`config.mk`:
```
export PLATFORM = sky130hd
export DESIGN_NAME = pulse_width_averager_core
export DESIGN_NICKNAME = d
export VERILOG_FILES = /design/src/hdl/pwa_pkg.sv /design/src/hdl/pwa_front.sv /design/src/hdl/pwa_fifo.sv /design/src/hdl/pwa_div.sv /design/src/hdl/pulse_width_averager_core.sv
export VERILOG_INCLUDE_DIRS = /design/src /design/src/hdl
export SDC_FILE = /design/constraint.sdc
export NUM_CORES = 1
export LEC_CHECK = 0
export ABC_CLOCK_PERIOD_IN_PS = 9770
export BUFFER_PORTS_ARGS = -buffer_cell sky130_fd_sc_hd__buf_2
export CORE_MARGIN = 3
export CORE_UTILIZATION = 50
export DETAILED_ROUTE_END_ITERATION = 16
export GPL_TIMING_DRIVEN = 0
export PLACE_DENSITY_LB_ADDON = 0.1
export SLEW_MARGIN = 10
export SYNTH_ARGS = -nofsm -noshare
export SYNTH_HDL_FRONTEND = slang
export SYNTH_SLANG_ARGS = --single-unit
export TNS_END_PERCENT = 100
```
`constraint.sdc`:
```
create_clock -name clk -period 9.77 [get_ports clk]
set_input_delay 0.977 -clock clk [delete_from_list [all_inputs] [get_ports clk]]
set_output_delay 0.977 -clock clk [all_outputs]
set_load 0.1 [all_outputs]
```
`src/hdl/pulse_width_averager_core_assert.svh`:
```
// Assertion macros shared by the modules of the pulse width averager.
// Both macros sample on clk and are disabled while arst_n is low.
`ifndef PULSE_WIDTH_AVERAGER_CORE_ASSERT_SVH
`define PULSE_WIDTH_AVERAGER_CORE_ASSERT_SVH

// Invariant that must hold at every clock edge.
`define PWA_ASSERT(label, expr, msg) \
	label: assert property (@(posedge clk) disable iff (!arst_n) (expr)) else $error(msg);

// Implication checked in the same cycle.
`define PWA_ASSERT_IMPL(label, ante, cons, msg) \
	label: assert property (@(posedge clk) disable iff (!arst_n) (ante) |-> (cons)) \
		else $error(msg);

`endif

```
`src/hdl/pwa_pkg.sv`:
```
`default_nettype none

package pwa_pkg;

	localparam int unsigned TimeW     = 32;
	localparam int unsigned CountW    = 8;
	localparam int unsigned UnitShift = 4;
	localparam int unsigned DistW     = TimeW - UnitShift;

	localparam logic [CountW-1:0] CountReset = 8'd32;

	// One queued job for the divider: the total to divide and the fresh-latch flag.
	typedef struct packed {
		logic [TimeW-1:0] total;
		logic             fresh;
	} avg_item_t;

endpackage

`default_nettype wire

```
`src/hdl/pwa_front.sv`:
```
`default_nettype none

module pwa_front (
	input  wire logic                        clk,
	input  wire logic                        arst_n,
	input  wire logic                        in_valid,
	output logic                             in_ready,
	input  wire logic [pwa_pkg::TimeW-1:0]   edge_time,
	input  wire logic                        level_high,
	input  wire logic [pwa_pkg::CountW-1:0]  count_eff,
	input  wire logic                        full,
	output logic                             push,
	output pwa_pkg::avg_item_t               push_item
);

	logic [pwa_pkg::TimeW-1:0]  start_time_q;
	logic [pwa_pkg::TimeW-1:0]  width_sum_q;
	logic [pwa_pkg::CountW-1:0] pulse_count_q;
	logic [pwa_pkg::TimeW-1:0]  latched_total_q;

	logic [pwa_pkg::TimeW-1:0]  width_new;
	logic [pwa_pkg::CountW-1:0] count_inc;
	logic                       latch;

	assign in_ready  = !full;
	assign push      = in_valid && !full;

	// The pulse width wraps modulo 2^32, as does the running sum.
	assign width_new = width_sum_q + (edge_time - start_time_q);
	assign count_inc = pulse_count_q + 8'd1;
	assign latch     = !level_high && (count_inc >= count_eff);

	assign push_item.total = latch ? width_new : latched_total_q;
	assign push_item.fresh = latch;

	always_ff @(posedge clk or negedge arst_n) begin
		if (!arst_n) begin
			start_time_q    <= '0;
			width_sum_q     <= '0;
			pulse_count_q   <= '0;
			latched_total_q <= '0;
		end else if (push) begin
			if (level_high) begin
				start_time_q <= edge_time;
			end else if (latch) begin
				latched_total_q <= width_new;
				width_sum_q     <= '0;
				pulse_count_q   <= '0;
			end else begin
				width_sum_q   <= width_new;
				pulse_count_q <= count_inc;
			end
		end
	end

endmodule

`default_nettype wire

```
`src/hdl/pwa_fifo.sv`:
```
`default_nettype none

module pwa_fifo #(
	parameter int unsigned DEPTH = 2
) (
	input  wire logic               clk,
	input  wire logic               arst_n,
	input  wire logic               push,
	input  wire pwa_pkg::avg_item_t push_item,
	output logic                    full,
	input  wire logic               pop,
	output pwa_pkg::avg_item_t      pop_item,
	output logic                    not_empty
);

`include "pulse_width_averager_core_assert.svh"

	localparam int unsigned PtrW = $clog2(DEPTH);
	localparam int unsigned CntW = $clog2(DEPTH + 1);
	localparam logic [PtrW-1:0] PtrLast = PtrW'(DEPTH - 1);
	localparam logic [CntW-1:0] CntFull = CntW'(DEPTH);

	pwa_pkg::avg_item_t mem_q [DEPTH];
	logic [PtrW-1:0]    wr_ptr_q;
	logic [PtrW-1:0]    rd_ptr_q;
	logic [CntW-1:0]    count_q;

	logic do_push;
	logic do_pop;

	assign full      = (count_q == CntFull);
	assign not_empty = (count_q != '0);
	assign pop_item  = mem_q[rd_ptr_q];
	assign do_push   = push && !full;
	assign do_pop    = pop && not_empty;

	always_ff @(posedge clk) begin
		if (do_push) begin
			mem_q[wr_ptr_q] <= push_item;
		end
	end

	always_ff @(posedge clk or negedge arst_n) begin
		if (!arst_n) begin
			wr_ptr_q <= '0;
			rd_ptr_q <= '0;
			count_q  <= '0;
		end else begin
			if (do_push) begin
				wr_ptr_q <= (wr_ptr_q == PtrLast) ? '0 : wr_ptr_q + 1'b1;
			end
			if (do_pop) begin
				rd_ptr_q <= (rd_ptr_q == PtrLast) ? '0 : rd_ptr_q + 1'b1;
			end
			if (do_push && !do_pop) begin
				count_q <= count_q + 1'b1;
			end else if (do_pop && !do_push) begin
				count_q <= count_q - 1'b1;
			end
		end
	end

	`PWA_ASSERT(a_count_bound, count_q <= CntFull, "queue fill count exceeds depth")
	`PWA_ASSERT(a_no_push_full, !(push && full), "item pushed into a full queue")

endmodule

`default_nettype wire

```
`src/hdl/pwa_div.sv`:
```
`default_nettype none

module pwa_div (
	input  wire logic                        clk,
	input  wire logic                        arst_n,
	input  wire logic                        item_valid,
	input  wire pwa_pkg::avg_item_t          item,
	output logic                             pop,
	input  wire logic [pwa_pkg::CountW-1:0]  divisor,
	output logic                             m_tvalid,
	input  wire logic                        m_tready,
	output logic [31:0]                      m_tdata,
	output logic                             m_tuser
);

`include "pulse_width_averager_core_assert.svh"

	localparam int unsigned StepW = $clog2(pwa_pkg::TimeW);
	localparam logic [StepW-1:0] StepLast = StepW'(pwa_pkg::TimeW - 1);

	typedef enum logic [1:0] {
		IDLE,
		RUN,
		DONE
	} div_state_t;

	div_state_t                  state_q;
	logic [StepW-1:0]            step_q;
	logic [pwa_pkg::TimeW-1:0]   quot_q;
	logic [pwa_pkg::CountW-1:0]  rem_q;
	logic [pwa_pkg::CountW-1:0]  div_q;
	logic                        fresh_q;
	logic                        out_valid_q;
	logic [pwa_pkg::DistW-1:0]   out_dist_q;
	logic                        out_fresh_q;

	logic [pwa_pkg::CountW:0]    trial;
	logic [pwa_pkg::CountW:0]    diff;
	logic                        ge;

	// Restoring division, one quotient bit per cycle; the dividend shifts out
	// of quot_q from the top while quotient bits shift in at the bottom.
	assign trial = {rem_q, quot_q[pwa_pkg::TimeW-1]};
	assign diff  = trial - {1'b0, div_q};
	assign ge    = (trial >= {1'b0, div_q});

	assign pop      = (state_q == IDLE) && item_valid;
	assign m_tvalid = out_valid_q;
	assign m_tdata  = {{(32 - pwa_pkg::DistW){1'b0}}, out_dist_q};
	assign m_tuser  = out_fresh_q;

	always_ff @(posedge clk or negedge arst_n) begin
		if (!arst_n) begin
			state_q     <= IDLE;
			step_q      <= '0;
			quot_q      <= '0;
			rem_q       <= '0;
			div_q       <= 8'd1;
			fresh_q     <= 1'b0;
			out_valid_q <= 1'b0;
			out_dist_q  <= '0;
			out_fresh_q <= 1'b0;
		end else begin
			// In DONE the output register is reloaded below instead.
			if (out_valid_q && m_tready && (state_q != DONE)) begin
				out_valid_q <= 1'b0;
			end
			case (state_q)
				IDLE: begin
					if (item_valid) begin
						quot_q  <= item.total;
						fresh_q <= item.fresh;
						div_q   <= divisor;
						rem_q   <= '0;
						step_q  <= '0;
						state_q <= RUN;
					end
				end
				RUN: begin
					quot_q <= {quot_q[pwa_pkg::TimeW-2:0], ge};
					rem_q  <= ge ? diff[pwa_pkg::CountW-1:0] : trial[pwa_pkg::CountW-1:0];
					step_q <= step_q + 1'b1;
					if (step_q == StepLast) begin
						state_q <= DONE;
					end
				end
				DONE: begin
					if (!out_valid_q || m_tready) begin
						out_dist_q  <= quot_q[pwa_pkg::TimeW-1:pwa_pkg::UnitShift];
						out_fresh_q <= fresh_q;
						out_valid_q <= 1'b1;
						state_q     <= IDLE;
					end
				end
				default: begin
					state_q <= IDLE;
				end
			endcase
		end
	end

	`PWA_ASSERT_IMPL(a_rem_below_div, state_q == RUN, rem_q < div_q, "remainder not below divisor")
	`PWA_ASSERT_IMPL(a_out_from_done, $rose(out_valid_q), $past(state_q) == DONE, "result without finished divide")

endmodule

`default_nettype wire

```
`src/hdl/pulse_width_averager_core.sv`:
```
// Pulse width averager.
// Input stream (s_*): one item per captured edge; s_tdata holds the 32-bit timer
// value and s_tuser the pin level after the edge (1 rising, 0 falling).
// Output stream (m_*): one item per input item, in order; m_tdata[27:0] holds the
// averaged width divided by 16, m_tuser is high when that item latched a new total.
// Configuration (cfg_*): 8-bit average count; zero acts as one. The user must
// write it only while no item is in flight; the block does not enforce this.
// cfg_ready is always high. The front stage updates the pulse state in the cycle an
// item is accepted and queues the total; a 32-step restoring divider then produces
// the result bit by bit, one item at a time, taking the next item only from IDLE.
// The queue (QUEUE_DEPTH items) lets the front take items while the divider
// works; s_tready falls only when the queue is full.
// If the receiver stalls, the result is held in the output register, the divider
// finishes its next item and waits, and the queue then fills.
// Reset clears the pulse state and all queued items and sets the count to 32.
`default_nettype none

module pulse_width_averager_core #(
	parameter int unsigned QUEUE_DEPTH = 2
) (
	input  wire logic         clk,
	input  wire logic         arst_n,
	input  wire logic         s_tvalid,
	output logic              s_tready,
	input  wire logic [31:0]  s_tdata,   // [31:0] edge_time
	input  wire logic         s_tuser,   // [0] level_high
	output logic              m_tvalid,
	input  wire logic         m_tready,
	output logic [31:0]       m_tdata,   // [27:0] distance_mm, [31:28] zero
	output logic              m_tuser,   // [0] new_average
	input  wire logic         cfg_valid,
	output logic              cfg_ready,
	input  wire logic [7:0]   cfg_data   // [7:0] average_count
);

	logic [pwa_pkg::CountW-1:0] average_count_q;
	logic [pwa_pkg::CountW-1:0] count_eff;

	logic               full;
	logic               push;
	pwa_pkg::avg_item_t push_item;
	logic               pop;
	pwa_pkg::avg_item_t pop_item;
	logic               not_empty;

	assign cfg_ready = 1'b1;
	assign count_eff = (average_count_q == '0) ? 8'd1 : average_count_q;

	always_ff @(posedge clk or negedge arst_n) begin
		if (!arst_n) begin
			average_count_q <= pwa_pkg::CountReset;
		end else if (cfg_valid) begin
			average_count_q <= cfg_data;
		end
	end

	pwa_front u_front (
		.clk        (clk),
		.arst_n     (arst_n),
		.in_valid   (s_tvalid),
		.in_ready   (s_tready),
		.edge_time  (s_tdata),
		.level_high (s_tuser),
		.count_eff  (count_eff),
		.full       (full),
		.push       (push),
		.push_item  (push_item)
	);

	pwa_fifo #(
		.DEPTH (QUEUE_DEPTH)
	) u_fifo (
		.clk       (clk),
		.arst_n    (arst_n),
		.push      (push),
		.push_item (push_item),
		.full      (full),
		.pop       (pop),
		.pop_item  (pop_item),
		.not_empty (not_empty)
	);

	pwa_div u_div (
		.clk        (clk),
		.arst_n     (arst_n),
		.item_valid (not_empty),
		.item       (pop_item),
		.pop        (pop),
		.divisor    (count_eff),
		.m_tvalid   (m_tvalid),
		.m_tready   (m_tready),
		.m_tdata    (m_tdata),
		.m_tuser    (m_tuser)
	);

endmodule

`default_nettype wire

```
# After elaboration in Yosys (flattened, before gate mapping)

Memory sizes are Yosys's and may differ from the RTL's.
Index checks and enable logic that the tools add are counted.

Add/sub/neg operators: 9
Magnitude comparators: 2
Equality and inequality tests: 8
Multiplexer cells: 24
Bitwise gates (word level): 1
Reductions and logical operators: 26

Operator list:

| operator            | count |
|---|---|
| $mux 32             | 3 |
| $pmux 32 s2         | 1 |
| $add 32x32->32      | 1 |
| $mux 8              | 4 |
| $sub 32x32->32      | 1 |
| $pmux 8 s2          | 1 |
| $mux 2              | 5 |
| $pmux 5 s2          | 1 |
| $reduce_and 2->1    | 5 |
| $ge 9x8->1          | 1 |
| $logic_and 1x1->1   | 9 |
| $add 8x1->8 const B | 1 |
| $ge 8x8->1          | 1 |
| $logic_not 8->1     | 1 |
| $sub 8x8->8         | 1 |
| $mux 1              | 7 |
| $ne 2x1->1 const B  | 3 |
| $pmux 2 s3          | 1 |
| $reduce_bool 2->1   | 3 |
| $add 5x1->5 const B | 1 |
| $eq 5x5->1 const B  | 1 |
| $logic_not 1->1     | 5 |
| $mux 5              | 1 |
| $eq 2x2->1 const B  | 2 |
| other kinds (9)     | 10 |

Register bits: 202
Bits in writable memories: 66
Bits of input ports: 46
Word-level logic and storage cells: 88
Memories: 1

Memory list:

| memory       | depth | width | rd ports | clocked after Yosys merged registers in | write ports | RTL line       | text |
|---|---|---|---|---|---|---|---|
| u_fifo.mem_q | 2     | 33    | 1        | 0                                       | 1           | pwa_fifo.sv:23 | `pwa_pkg::avg_item_t mem_q [DEPTH];` |

# Depth between registers and ports, before layout

Depth in word-level cells: 8
Gate-level depth with buffers: 14

# Modules after synthesis

From an unflattened synthesis, not the netlist that was laid out.

Cell total of the unflattened synthesis: 1334
Area, all modules: 14157.3 µm²

By module, submodules not included:

| module                    | instances | cells each | area each (µm²) |
|---|---|---|---|
| pwa_front                 | 1         | 805        | 6934.2 |
| pwa_div                   | 1         | 378        | 4100.2 |
| pwa_fifo                  | 1         | 122        | 2733.9 |
| pulse_width_averager_core | 1         | 29         | 389.1 |

# Least setup slack after synthesis

Ideal clock, no wire load.

Path type: in2reg
Start point: input s_tdata[16]
End point: memory u_fifo.mem_q[0][30] (netlist bit) (data pin)
Setup time: 0.262 ns
Data arrival time: 3.563 ns
Setup slack: 5.945 ns
Cell stages on the path: 13
Path through: inv_1 -> fa_1 -> inv_1 -> ha_1 -> buf_2 -> a21oi_1 -> o21ai_1 -> a221o_1 -> a21o_1 -> a31oi_1 -> o41ai_2 -> xor2_1 -> mux2_2

RTL lines:

| item            | RTL line                        | text |
|---|---|---|
| start, declared | pulse_width_averager_core.sv:25 | `input wire logic [31:0] s_tdata,` |
| end, declared   | pwa_fifo.sv:23                  |  |

==> metrics.yaml <==
floorplan:
  initial_core_util: 0.5096
  core_mm2: 0.02695
  dieArea_mm2: 0.02949
  design.portCount: 82
  die_h_um: 171.7
  row_count: 60
  die_w_um: 171.7
timing:
  worst_slack_ns: 5.885
  worst_pin_slew_ns: 0.7755
  relSlewSlack: 0.4830
  report.final.slew_viol_count: 0
  min_period_ns: 3.885
  tns_ns: 0
  hold_viol_final: 0
  fin_hold_ws_ns: 0.3017
  grt_setup_unrepaired: "no"
  fin_crit_sh: 0.3976
  fmax_mhz: 257.4
  clock_skew_ns: 0.007145
  setup_viol: 0
setup_path:
  crit_slowest_cell: "fa_1"
  path_cells: "buf_2 > inv_1 > fa_1 > inv_1 > fa_1 > a211oi_1 > o21ai_0 > o211ai_1 > a21oi_2 > a211o_1 > nand3_1 > a21boi_1 > o31ai_1"
  reg2reg_slack_ns: 6.08
  crit_family: "compound AO/OA/AOI/OAI gates"
  rr_worst_depth: 12
  arrival_ns: 4.17
  path_buf_inv: 3
  cp_slowest_stage_delay_ns: 0.54
  end_kind: "flip-flop"
  critical_path.startpoint_type: "primary input"
  path_class: "in2reg"
  cp.required_ns: 10.06
  r2r_end: "u_fifo.mem_q[1][31]"
  cp_max_fo: 3
  cp_num_cells: 13
  r2r-start: "u_front.width_sum_q[1]"
yosys:
  synth_fa_ha_area_frac: 0.09401
  netlist_area_mm2: 0.01373
  synth_top_flop_cell: "dfrtp_1"
  netlist_instances: 1299
  synth_warnings: 0
  async_reset_ff_frac: 0.7537
  yosysTopAreaCell: "dfrtp_1"
  synth-edff-count: 66
  synth_compound_area_frac: 0.1374
  synth_top_area_share: 0.3644
  yosys.cell_types.count: 63
  ys_ff_latch: 268
  synthMuxAreaShare: 0.07334
  synth-xor-area-share: 0.02933
  syn_avg_cell_area_um2: 10.57
  synth_top_family_by_area: "compound AO/OA/AOI/OAI gates"
  ys_seq_area_frac: 0.5125
  yosys.area_share.simple: 0.09265
  synth_area_leaders: "dfrtp_1 36%, edfxtp_1 14%, nand2_1 4.8%, ha_1 4.7%, fa_1 4.7%"
global_route:
  grt_pass1_vias: 9347
  grt_max_degree: 78
  gr-usage-all-layers: 0.2048
  grt_pass1_wl_mm: 48.78
  antenna_found_initial: 0
  grt_overflow: 0
detailed_routing:
  routed-via-count: 9539
  post_drt_wl_per_cell_um: 16.53
  drt_iter0_drc: 645
  top_layer: "met4"
  antenna_left: 0
  met2_length_mm: 13.35
  wl_met3_mm: 1.204
  wl_met1_mm: 14.13
  drtPass1Iterations: 6
  via_per_inst: 5.371
  finalWirelength_mm: 29.37
  drc: 0
clocking:
  cts_hold_buffers: 0
  cts.reportedPaths.clkPinSlew_ns: 0.07
  numClockSinks: 268
  cts_buffers: 30
  post_cts_buffers: 0
  cts_tree: "done"
  cts_resized: 0
  clk_latency_ns: 0.56
  cts_max_level: 1
  cts_root_buffer: "clkbuf_16"
  cts_buffer_depth: 3
cells_and_area:
  fin_nets: 1543
  drive_above_1_share: 0.1415
  num_antenna_cells: 0
  area_delta_synth_final_pct: 14.56
  final.fill_count: 2332
  fin_area_mm2: 0.01573
worst_hold_path:
  hold_path_class: "in2async"
place:
  gp_congestion: 0.9036
  port_buffers: 76
  dpl.hpwl_mm: 21.98
  placed_area_mm2: 0.01465
  dp_slack_ns: 5.351
run:
  maxCapViolCount: 0
status:
  status: "finished, final reports clean"
-- per-stage QoR --
step	instances	util
floorplan	1302	-
global placement	1719	0.5400
detailed placement	1722	0.5437
CTS	1776	0.5838
global route	1776	0.5838
finish	1776	0.5838
-- routing by layer --
metal,track usage,up-vias
li1,-,4685
met1,0.2980,4605
met2,0.3318,198
met3,0.02643,51
met4,0.04651,0
met5,0,-
-- Yosys cell counts, types with 5 or more instances --
library cell and count:
a21oi_1 36, mux2i_1 41, a221o_1 32, fa_1 32
inv_1 151, nand2b_1 10, buf_1 8, xor2_1 17
clkbuf_1 48, o21ai_0 125, ha_1 52, a31oi_1 7
edfxtp_1 66, a211oi_1 5, xnor2_1 29, nor2_1 59
nand4_1 8, a22o_1 7, and3_1 13, nand2_1 175
buf_4 5, a21o_1 18, o22ai_1 12, o31ai_1 11
mux2_2 53, nand3_1 15, dfrtp_1 200
-- placed cells by master (no fill, tap or decap), types with 6 or more instances in the layout --
cell type / n
a21o_1: 18
a21oi_1: 36
a221o_1: 32
a22o_1: 7
a31oi_1: 7
and3_1: 12
buf_1: 8
buf_2: 76
bufinv_16: 6
clkbuf_1: 53
clkbuf_16: 30
dfrtp_1: 200
edfxtp_1: 66
fa_1: 32
ha_1: 52
inv_1: 151
mux2_2: 53
mux2i_1: 41
nand2_1: 175
nand2b_1: 10
nand3_1: 15
nand4_1: 8
nor2_1: 58
o21ai_0: 125
o22ai_1: 12
o31ai_1: 11
xnor2_1: 29
xor2_1: 17
-- worst max path at each step --
| stage | from | end | slack, ns |
|---|---|---|---|
| final | s_tdata[1] | u_fifo.mem_q[1][31] | 5.89 |
| after global routing | s_tdata[1] | u_fifo.mem_q[1][31] | 5.76 |
| after CTS | s_tdata[1] | u_fifo.mem_q[1][31] | 5.93 |
| after detailed placement | s_tdata[1] | u_fifo.mem_q[0][31] | 5.35 |
| after global placement | arst_n | u_front.width_sum_q[18] | 4.16 |
| after floorplan | s_tdata[16] | u_fifo.mem_q[0][30] | 5.94 |
-- logic make-up (layout without fill, tap and decap cells) --
group | count (synthesis) | count (layout)
xor+xnor | 46 | 46
buf+inv | 215 | 348
mux | 94 | 94
fa+ha+maj | 84 | 84
compound gates | 291 | 291
flops | 268 | 268
simple gates | 299 | 299
other cells | 2 | 5
-- registers in the layout, summed over array words and instances (netlist names), 2 cells and up --
| register | count |
|---|---|
| u_div.div_q | 8 |
| u_front.start_time_q | 32 |
| u_div.quot_q | 32 |
| u_fifo.mem_q | 66 |
| u_front.width_sum_q | 32 |
| u_div.rem_q | 8 |
| u_div.out_dist_q | 28 |
| average_count_q | 8 |
| u_div.step_q | 5 |
| u_div.state_q | 2 |
| u_front.latched_total_q | 32 |
| u_fifo.count_q | 2 |
| u_front.pulse_count_q | 8 |
-- layout make-up --
class	instances	area [um2]	area share
Timing Repair Buffer	79	473.0	0.03006
Tap cell	341	426.7	0.02712
Clock inverter	15	255.2	0.01622
Multi-Input combinational cell	819	5888	0.3742
Buffer	62	252.7	0.01606
Clock buffer	39	824.5	0.05241
Sequential cell	268	7039	0.4474
Inverter	153	574.3	0.03650
Power is left out: the tool's default activity adds up to more than one toggle a clock period on the data nets, which glitch-free logic cannot reach.
